**config.mk**
```make
export PLATFORM = sky130hd
export DESIGN_NAME = backing_store_map_table_unit
export DESIGN_NICKNAME = d
export VERILOG_FILES = /design/src/hw/rtl/bsmt_pkg.sv /design/src/hw/rtl/bsmt_table.sv /design/src/hw/rtl/bsmt_exec.sv /design/src/hw/rtl/backing_store_map_table_unit.sv
export SDC_FILE = /design/constraint.sdc
export NUM_CORES = 1
export LEC_CHECK = 0
export BUFFER_PORTS_ARGS = -buffer_cell sky130_fd_sc_hd__buf_2
export CORE_ASPECT_RATIO = 0.6
export CORE_MARGIN = 2
export CORE_UTILIZATION = 45
export CTS_CLUSTER_SIZE = 40
export DETAILED_ROUTE_END_ITERATION = 8
export GPL_TIMING_DRIVEN = 0
export PLACE_DENSITY_LB_ADDON = 0.05
export SETUP_SLACK_MARGIN = 0.4
export SYNTH_ARGS = -nofsm -noshare
export SYNTH_HDL_FRONTEND = slang
export SYNTH_SLANG_ARGS = --single-unit
```
**constraint.sdc**
```tcl
create_clock -name i_clk -period 8.4 [get_ports i_clk]
set_clock_uncertainty 0.2 [all_clocks]
set_input_delay 2.1 -clock i_clk [delete_from_list [all_inputs] [get_ports i_clk]]
set_output_delay 2.1 -clock i_clk [all_outputs]
set_load 0.02 [all_outputs]
```
**src/hw/rtl/bsmt_pkg.sv**
```systemverilog
// Package for the backing-store map table: sizes, operation codes and shared types.
`timescale 1ns / 1ps
`default_nettype none

package bsmt_pkg;

    // table sizing
    localparam int STORE_COUNT     = 8;
    localparam int PAGES_PER_STORE = 256;
    localparam int PROC_COUNT      = 50;
    localparam int PAGE_SHIFT      = 12;

    // item field widths
    localparam int FUNC_W   = 3;
    localparam int PID_W    = 6;
    localparam int VADDR_W  = 32;
    localparam int SEL_W    = 4;
    localparam int BASE_W   = 20;
    localparam int COUNT_W  = 9;
    localparam int STATUS_W = 1;
    localparam int INDEX_W  = 3;
    localparam int OFFSET_W = 8;

    // derived widths
    localparam int IDX_W       = (STORE_COUNT > 1) ? $clog2(STORE_COUNT) : 1;
    localparam int PAGE_W      = VADDR_W - PAGE_SHIFT;
    localparam int CMP_W       = (PAGE_W > BASE_W) ? PAGE_W : BASE_W;
    localparam int IN_FIELDS_W = PID_W + VADDR_W + SEL_W + BASE_W + COUNT_W;
    localparam int IN_DATA_W   = ((IN_FIELDS_W + 7) / 8) * 8;
    localparam int OUT_FIELDS_W = STATUS_W + INDEX_W + OFFSET_W;
    localparam int OUT_DATA_W  = ((OUT_FIELDS_W + 7) / 8) * 8;

    // operation codes
    typedef enum logic [FUNC_W-1:0] {
        FUNC_CLEAR  = 3'd0,
        FUNC_ALLOC  = 3'd1,
        FUNC_FREE   = 3'd2,
        FUNC_MAP    = 3'd3,
        FUNC_LOOKUP = 3'd4
    } t_func;

    // result status codes
    localparam logic [STATUS_W-1:0] STATUS_OK  = 1'b0;
    localparam logic [STATUS_W-1:0] STATUS_ERR = 1'b1;

    // one input item, pid in the low bits
    typedef struct packed {
        logic [FUNC_W-1:0]  func;
        logic [COUNT_W-1:0] page_count;
        logic [BASE_W-1:0]  base_page;
        logic [SEL_W-1:0]   store_sel;
        logic [VADDR_W-1:0] virt_addr;
        logic [PID_W-1:0]   pid;
    } t_item;

    // one table entry
    typedef struct packed {
        logic               used;
        logic [PID_W-1:0]   owner;
        logic [BASE_W-1:0]  first;
        logic [COUNT_W-1:0] pages;
    } t_entry;

    // table write command from the execute logic
    typedef struct packed {
        logic             clear_all;
        logic             wr_en;
        logic [IDX_W-1:0] idx;
        t_entry           data;
    } t_wr_cmd;

    // one result item, status in the low bit
    typedef struct packed {
        logic [OFFSET_W-1:0] page_offset;
        logic [INDEX_W-1:0]  store_index;
        logic [STATUS_W-1:0] status;
    } t_result;

endpackage

`default_nettype wire

```
**src/hw/rtl/bsmt_table.sv**
```systemverilog
// Entry storage of the map table: flip-flop entries with clear-all and one write port.
`timescale 1ns / 1ps
`default_nettype none

module bsmt_table
    import bsmt_pkg::*;
(
    input  wire logic                      i_clk,
    input  wire logic                      i_rst_n,
    input  wire t_wr_cmd                   i_wr,
    output t_entry [STORE_COUNT-1:0]       o_entries
);

    t_entry [STORE_COUNT-1:0] r_entries;

    // clear-all wins over a single-entry write
    always_ff @(posedge i_clk) begin
        if (!i_rst_n) begin
            r_entries <= '0;
        end else if (i_wr.clear_all) begin
            r_entries <= '0;
        end else if (i_wr.wr_en) begin
            r_entries[i_wr.idx] <= i_wr.data;
        end
    end

    assign o_entries = r_entries;

endmodule

`default_nettype wire

```
**src/hw/rtl/bsmt_exec.sv**
```systemverilog
// Execute logic of the map table: decodes one item, searches the entries, forms result and write.
`timescale 1ns / 1ps
`default_nettype none

module bsmt_exec
    import bsmt_pkg::*;
(
    input  wire t_item                     i_item,
    input  wire t_entry [STORE_COUNT-1:0]  i_entries,
    output t_result                        o_result,
    output t_wr_cmd                        o_wr
);

    logic               pid_ok;
    logic               sel_ok;
    logic               count_ok;
    logic [IDX_W-1:0]   sel_idx;
    logic               free_found;
    logic [IDX_W-1:0]   free_idx;
    logic               hit_found;
    logic [IDX_W-1:0]   hit_idx;
    t_entry             hit_entry;
    logic [PAGE_W-1:0]  page;
    logic [CMP_W:0]     diff;
    logic               in_range;

    // argument checks
    assign pid_ok   = {1'b0, i_item.pid} < (PID_W + 1)'(PROC_COUNT);
    assign sel_ok   = {1'b0, i_item.store_sel} < (SEL_W + 1)'(STORE_COUNT);
    assign count_ok = (i_item.page_count != '0) &&
                      (i_item.page_count <= COUNT_W'(PAGES_PER_STORE));
    assign sel_idx  = i_item.store_sel[IDX_W-1:0];

    // lowest free entry and lowest entry owned by pid
    always_comb begin
        free_found = 1'b0;
        free_idx   = '0;
        hit_found  = 1'b0;
        hit_idx    = '0;
        for (int k = STORE_COUNT - 1; k >= 0; k--) begin
            if (!i_entries[k].used) begin
                free_found = 1'b1;
                free_idx   = IDX_W'(k);
            end
            if (i_entries[k].used && (i_entries[k].owner == i_item.pid)) begin
                hit_found = 1'b1;
                hit_idx   = IDX_W'(k);
            end
        end
    end

    // range check on the first owned entry only
    assign hit_entry = i_entries[hit_idx];
    assign page      = i_item.virt_addr[VADDR_W-1:PAGE_SHIFT];
    assign diff      = {1'b0, CMP_W'(page)} - {1'b0, CMP_W'(hit_entry.first)};
    assign in_range  = !diff[CMP_W] && (diff[CMP_W-1:0] < CMP_W'(hit_entry.pages));

    // result and table write per operation
    always_comb begin
        o_result = '{page_offset: '0, store_index: '0, status: STATUS_ERR};
        o_wr     = '0;
        unique case (t_func'(i_item.func))
            FUNC_CLEAR: begin
                o_wr.clear_all  = 1'b1;
                o_result.status = STATUS_OK;
            end
            FUNC_ALLOC: begin
                if (free_found) begin
                    o_result.status      = STATUS_OK;
                    o_result.store_index = INDEX_W'(free_idx);
                end
            end
            FUNC_FREE: begin
                if (sel_ok) begin
                    o_wr.wr_en      = 1'b1;
                    o_wr.idx        = sel_idx;
                    o_result.status = STATUS_OK;
                end
            end
            FUNC_MAP: begin
                if (pid_ok && sel_ok && count_ok) begin
                    o_wr.wr_en      = 1'b1;
                    o_wr.idx        = sel_idx;
                    o_wr.data       = '{used: 1'b1, owner: i_item.pid,
                                        first: i_item.base_page,
                                        pages: i_item.page_count};
                    o_result.status = STATUS_OK;
                end
            end
            FUNC_LOOKUP: begin
                if (pid_ok && hit_found && in_range) begin
                    o_result.status      = STATUS_OK;
                    o_result.store_index = INDEX_W'(hit_idx);
                    o_result.page_offset = diff[OFFSET_W-1:0];
                end
            end
            default: begin
                o_result.status = STATUS_ERR;
            end
        endcase
    end

endmodule

`default_nettype wire

```
**src/hw/rtl/backing_store_map_table_unit.sv**
```systemverilog
// Top level of the backing-store map table: input register, execute pass, result register.
`timescale 1ns / 1ps
`default_nettype none

// Backing-store map table with eight flip-flop entries. One item enters per
// clock while the output is not stalled: the item is held in an input
// register, one combinational pass (parallel owner compare over all entries,
// priority pick, one range subtract) computes the result and the table write,
// and both land at the same edge, so the next item already sees the update.
// The result register may stall on m_axis_tready; the input register keeps
// accepting as long as the result can move on. The table comes out of reset
// empty and needs no clearing pass.
module backing_store_map_table_unit
    import bsmt_pkg::*;
(
    input  wire logic                   i_clk,
    input  wire logic                   i_rst_n,
    input  wire logic                   s_axis_tvalid,
    output logic                        s_axis_tready,
    // pid, virt_addr, store_sel, base_page, page_count, zero pad
    input  wire logic [IN_DATA_W-1:0]   s_axis_tdata,
    // func
    input  wire logic [FUNC_W-1:0]      s_axis_tuser,
    output logic                        m_axis_tvalid,
    input  wire logic                   m_axis_tready,
    // status, store_index, page_offset, zero pad
    output logic [OUT_DATA_W-1:0]       m_axis_tdata
);

    logic     r_in_valid;
    t_item    r_item;
    logic     r_out_valid;
    t_result  r_result;
    logic     advance;
    t_result  exec_result;
    t_wr_cmd  exec_wr;
    t_wr_cmd  tbl_wr;
    t_entry [STORE_COUNT-1:0] entries;

    // item moves from the input register to the result register
    assign advance       = r_in_valid && (!r_out_valid || m_axis_tready);
    assign s_axis_tready = !r_in_valid || advance;

    // input register
    always_ff @(posedge i_clk) begin
        if (!i_rst_n) begin
            r_in_valid <= 1'b0;
        end else if (s_axis_tready) begin
            r_in_valid <= s_axis_tvalid;
        end
    end

    always_ff @(posedge i_clk) begin
        if (s_axis_tready && s_axis_tvalid) begin
            r_item <= {s_axis_tuser, s_axis_tdata[IN_FIELDS_W-1:0]};
        end
    end

    bsmt_exec u_exec (
        .i_item    (r_item),
        .i_entries (entries),
        .o_result  (exec_result),
        .o_wr      (exec_wr)
    );

    // table write only when the item actually completes
    always_comb begin
        tbl_wr           = exec_wr;
        tbl_wr.clear_all = exec_wr.clear_all && advance;
        tbl_wr.wr_en     = exec_wr.wr_en && advance;
    end

    bsmt_table u_table (
        .i_clk     (i_clk),
        .i_rst_n   (i_rst_n),
        .i_wr      (tbl_wr),
        .o_entries (entries)
    );

    // result register
    always_ff @(posedge i_clk) begin
        if (!i_rst_n) begin
            r_out_valid <= 1'b0;
        end else if (advance) begin
            r_out_valid <= 1'b1;
        end else if (m_axis_tready) begin
            r_out_valid <= 1'b0;
        end
    end

    always_ff @(posedge i_clk) begin
        if (advance) begin
            r_result <= exec_result;
        end
    end

    assign m_axis_tvalid = r_out_valid;
    assign m_axis_tdata  = OUT_DATA_W'(r_result);

endmodule

`default_nettype wire

```
==> insert_results.sql <==
INSERT INTO impl_metrics (metric_group, metric, value, unit) VALUES
('placement', 'dp_hpwl', '43100', 'µm'),
('power_and_ir_drop', 'vdd.ir_drop.worst', '0.114', 'mV'),
('sta', 'setup_tns', '0', 'ns'),
('setup_path', 'worst_ep_arrival_time', '7.92', 'ns'),
('synth', 'netlist_top_cells_area', 'sky130_fd_sc_hd__dfxtp_1, sky130_fd_sc_hd__mux2i_1, sky130_fd_sc_hd__edfxtp_1, sky130_fd_sc_hd__nor2_1, sky130_fd_sc_hd__nand2_1', ''),
('worst_hold_path', 'hold_path.class', 'register to register', ''),
('power_and_ir_drop', 'comb_power_share', '5.4', '%'),
('drt', 'total_number_of_vias', '14280', ''),
('clock_tree', 'clkTransAtPathRegs', '0.06', 'ns'),
('drt', 'detail_route.wirelength', '59100', 'µm'),
('clock_tree', 'cts_buffer_depth', '3', ''),
('sta', 'worst_pin_slew', '1.51', 'ns'),
('power_and_ir_drop', 'cellInternalPower', '2.81', 'mW'),
('grt', 'grt_pass1_wl', '85900', 'µm'),
('die', 'pin_count', '97', ''),
('synth', 'yosysWarningCount', '0', ''),
('drt', 'detail-route-antenna-nets', '0', ''),
('grt', 'antenna_found_initial', '1', ''),
('grt', 'first_global_vias', '13046', ''),
('power_and_ir_drop', 'netSwitchingFraction', '23.7', '%'),
('clock_tree', 'clk_latency', '0.56', 'ns'),
('synth', 'synth.lib_cells_used.distinct', '74', ''),
('clock_tree', 'cts_sink_count', '364', ''),
('sta', 'drv_slew', '3', ''),
('synth', 'synth_top_cell_area_share', '33.4', '%'),
('synth', 'synthesis.instances', '1870', ''),
('clock_tree', 'htree_levels', '2', ''),
('die', 'initial_utilization', '45.9', '%'),
('sta', 'finalHoldWorstSlack', '0.256', 'ns'),
('power_and_ir_drop', 'power_switching', '0.871', 'mW'),
('grt', 'maximum_number_of_pins_on_one_net_before_global_route_repair', '33', ''),
('synth', 'cell_area_after_synthesis', '17400', 'µm²'),
('power_and_ir_drop', 'leakagePower', '7.38', 'nW'),
('setup_path', 'crit_required', '8.54', 'ns'),
('power_and_ir_drop', 'power_total', '3.68', 'mW'),
('sta', 'timing_hold_violations_final', '0', ''),
('placement', 'postPlaceCellArea', '18500', 'µm²'),
('sta', 'worst_setup_slack_final', '0.617', 'ns'),
('drt', 'dr.first_iter.drc_count', '1530', ''),
('synth', 'yosys_register_bits', '364', ''),
('status', 'violations', 'max-capacitance violations, max-slew violations', ''),
('synth', 'async_set_reset_flop_share_out_of_synthesis', '0', '%'),
('setup_path', 'crit_path_max_fanout', '10', ''),
('placement', 'place_ws', '-0.0968', 'ns'),
('cells_and_area', 'post_route_cells_drive_above_1_share', '12.6', '%'),
('die', 'fp.dieW', '258', 'µm'),
('synth', 'synth_edf_count', '74', ''),
('synth', 'syn_avg_cell_area', '9.29', 'µm²'),
('cells_and_area', 'syn2layout_area_growth', '14.1', '%'),
('die', 'fp-row-count', '55', ''),
('cells_and_area', 'nNetsFinal', '2103', ''),
('status', 'status', 'finished with violations', ''),
('clock_tree', 'tritoncts.num_buffers', '37', ''),
('drt', 'drt-pass1-iter-count', '8', ''),
('die', 'core', '37800', 'µm²'),
('sta', 'setup-violations-final', '0', ''),
('drt', 'vias_per_cell', '5.63', ''),
('setup_path', 'timing_worst_setup_path_type', 'register to register', ''),
('power_and_ir_drop', 'power.density_cell_area', '186', 'nW/µm²'),
('grt', 'overflow', '0', ''),
('sta', 'rsz0062_at_grt', 'no', ''),
('sta', 'final_period_minus_worst_setup_slack', '7.78', 'ns'),
('setup_path', 'startpoint_type', 'register', ''),
('power_and_ir_drop', 'p_clk_share', '45.3', '%'),
('synth', 'postSynth.topFlopCell', 'sky130_fd_sc_hd__dfxtp_1', ''),
('die', 'die-area', '40200', 'µm²'),
('die', 'floorplan.die.height', '156', 'µm'),
('drt', 'drc', '0', ''),
('sta', 'layout_worst_path_cycle_share', '92.7', '%'),
('power_and_ir_drop', 'p_seq_share', '49.3', '%'),
('sta', 'max_freq', '128', 'MHz'),
('placement', 'gp_congestion', '0.899', ''),
('clock_tree', 'root_buffer', 'sky130_fd_sc_hd__clkbuf_16', ''),
('setup_path', 'cp-end-kind', 'register', ''),
('clock_tree', 'cts_tree', 'built', ''),
('cells_and_area', 'num-fill-cells', '3512', ''),
('sta', 'timing.slew.headroom', '-1.41', '%'),
('synth', 'cell_type_contributing_the_most_total_cell_area_after_synthesis', 'sky130_fd_sc_hd__dfxtp_1', ''),
('run', 'drv.max_cap_violation_count', '1', ''),
('grt', 'grt_resource_usage_total', '29.1', '%'),
('drt', 'drt-wirelength-per-cell', '23.3', 'µm'),
('placement', 'port_buffers', '79', ''),
('synth', 'yosysSeqAreaShare', '46.2', '%'),
('cells_and_area', 'stdcell_area', '19800', 'µm²');
## routing by layer
layer	part of all wire, %	GRT usage (%)
met1	47	42.7
met2	39	39.5
met3	13	11.6
met4	1.7	6.22
met5	0	0
## flip-flops by register name, summed over array words and instances, names as in the netlist
| name | count |
|---|---|
| m_axis_tdata | 12 |
| m_axis_tvalid | 1 |
| r_in_valid | 1 |
| r_item | 62 |
| u_table.o_entries | 288 |
## timing repair
action | 4_1_cts | 5_1_grt
setup buffers | 0 | 2
endpoints found under the setup margin | 9 | 8
hold buffers | 0 | 0
gates resized for setup | 21 | 28
pin swaps | 0 | 1
## Yosys cell counts (22+ instances only)
cell type / instances
sky130_fd_sc_hd__dfxtp_1: 290
sky130_fd_sc_hd__nor2_1: 278
sky130_fd_sc_hd__nand2_1: 262
sky130_fd_sc_hd__mux2i_1: 254
sky130_fd_sc_hd__clkbuf_1: 97
sky130_fd_sc_hd__nand3_1: 76
sky130_fd_sc_hd__edfxtp_1: 74
sky130_fd_sc_hd__a21oi_1: 52
sky130_fd_sc_hd__nor2b_1: 33
sky130_fd_sc_hd__xnor2_1: 32
sky130_fd_sc_hd__a31oi_1: 31
sky130_fd_sc_hd__a311oi_1: 30
sky130_fd_sc_hd__a211oi_1: 29
sky130_fd_sc_hd__buf_2: 29
sky130_fd_sc_hd__ha_1: 28
sky130_fd_sc_hd__xor2_1: 25
sky130_fd_sc_hd__and2_1: 22
## power by group through the flow
stage | registers [mW] | logic [mW] | clock network [mW]
global route | 1.82 | 0.216 | 1.75
finish | 1.81 | 0.200 | 1.67
CTS | 1.81 | 0.198 | 1.69
detailed placement | 1.85 | 0.197 | 0
global placement | 1.85 | 0.193 | 0
floorplan | 1.85 | 0.120 | 0
## critical path, cell delays in order, from the launching register on
cell and delay (ns):
sky130_fd_sc_hd__edfxtp_1 0.37, sky130_fd_sc_hd__buf_6 0.17, sky130_fd_sc_hd__xnor2_1 0.22, sky130_fd_sc_hd__nand4_1 0.35, sky130_fd_sc_hd__nor4_4 0.42, sky130_fd_sc_hd__nor4_4 0.16, sky130_fd_sc_hd__nand2_1 0.16, sky130_fd_sc_hd__clkbuf_1 0.73
sky130_fd_sc_hd__clkbuf_2 0.63, sky130_fd_sc_hd__a31oi_4 0.30, sky130_fd_sc_hd__ha_1 0.41, sky130_fd_sc_hd__nor2b_1 0.16, sky130_fd_sc_hd__o2111ai_1 0.31, sky130_fd_sc_hd__nand2_1 0.15, sky130_fd_sc_hd__a21o_1 0.20, sky130_fd_sc_hd__a21oi_1 0.17
sky130_fd_sc_hd__xnor2_1 0.13, sky130_fd_sc_hd__ha_1 0.25, sky130_fd_sc_hd__nor3_2 0.25, sky130_fd_sc_hd__o2111ai_1 0.22, sky130_fd_sc_hd__a2111oi_4 0.42, sky130_fd_sc_hd__o2111ai_1 0.21, sky130_fd_sc_hd__a2111oi_4 0.37, sky130_fd_sc_hd__o2111ai_4 0.25
sky130_fd_sc_hd__nor4_1 0.33
## final timing paths
kind / start / end / slack [ns] / depth (start not counted)
setup reg to reg: r_item[4] / m_axis_tdata[10] / 0.62 / 24
hold reg to reg: u_table.o_entries[235] / u_table.o_entries[235] / 0.26 / 2
setup / recovery: r_item[4] / m_axis_tdata[10] / 0.62 / 24
hold / removal: u_table.o_entries[235] / u_table.o_entries[235] / 0.26 / 2
## cells in the final DEF (no fill, tap or decap), types with 12 or more instances in the layout
cell                        count
sky130_fd_sc_hd__and2_1        21
sky130_fd_sc_hd__nand2_1      262
sky130_fd_sc_hd__xor2_1        24
sky130_fd_sc_hd__nand4_1       15
sky130_fd_sc_hd__a31oi_1       25
sky130_fd_sc_hd__nor4_1        13
sky130_fd_sc_hd__clkbuf_16     39
sky130_fd_sc_hd__clkbuf_1      93
sky130_fd_sc_hd__a21o_1        12
sky130_fd_sc_hd__xnor2_1       32
sky130_fd_sc_hd__buf_4         19
sky130_fd_sc_hd__edfxtp_1      74
sky130_fd_sc_hd__nand3_1       76
sky130_fd_sc_hd__inv_1         15
sky130_fd_sc_hd__nor2b_1       33
sky130_fd_sc_hd__and2_0        15
sky130_fd_sc_hd__mux2i_1      254
sky130_fd_sc_hd__a21oi_1       52
sky130_fd_sc_hd__buf_2        109
sky130_fd_sc_hd__o21ai_0       15
sky130_fd_sc_hd__nor2_1       278
sky130_fd_sc_hd__a211oi_1      29
sky130_fd_sc_hd__dfxtp_1      290
sky130_fd_sc_hd__ha_1          28
sky130_fd_sc_hd__a311oi_1      27
## cell families after synthesis
| kind of cell | synth area share [%] |
|---|---|
| flip-flops | 46.2 |
| AND/OR/NAND/NOR | 20.5 |
| AO/OA/AOI/OAI | 9.01 |
| buffers and inverters | 4.64 |
| XOR/XNOR | 2.87 |
| adder cells (fa/ha/maj) | 2.13 |
| multiplexers | 14.6 |
| other | 0.0216 |
## area by class of cell
cell class	instances	area [µm²]	share of cell area [%]
Sequential cell	364	8030	40.5
Clock buffer	56	1140	5.75
Antenna cell	1	2.50	0.0126
Multi-Input combinational cell	1336	8670	43.8
Tap cell	513	642	3.24
Clock inverter	10	62.6	0.316
Buffer	157	774	3.91
Timing Repair Buffer	83	438	2.21
Inverter	16	60.1	0.303
## metrics by stage
step | cells | utilization (%)
detailed placement | 2467 | 48.8
global route | 2535 | 52.4
CTS | 2533 | 52.2
global placement | 2465 | 48.7
finish | 2536 | 52.4
floorplan | 1873 | -
Power figures use the tool's default switching activity.
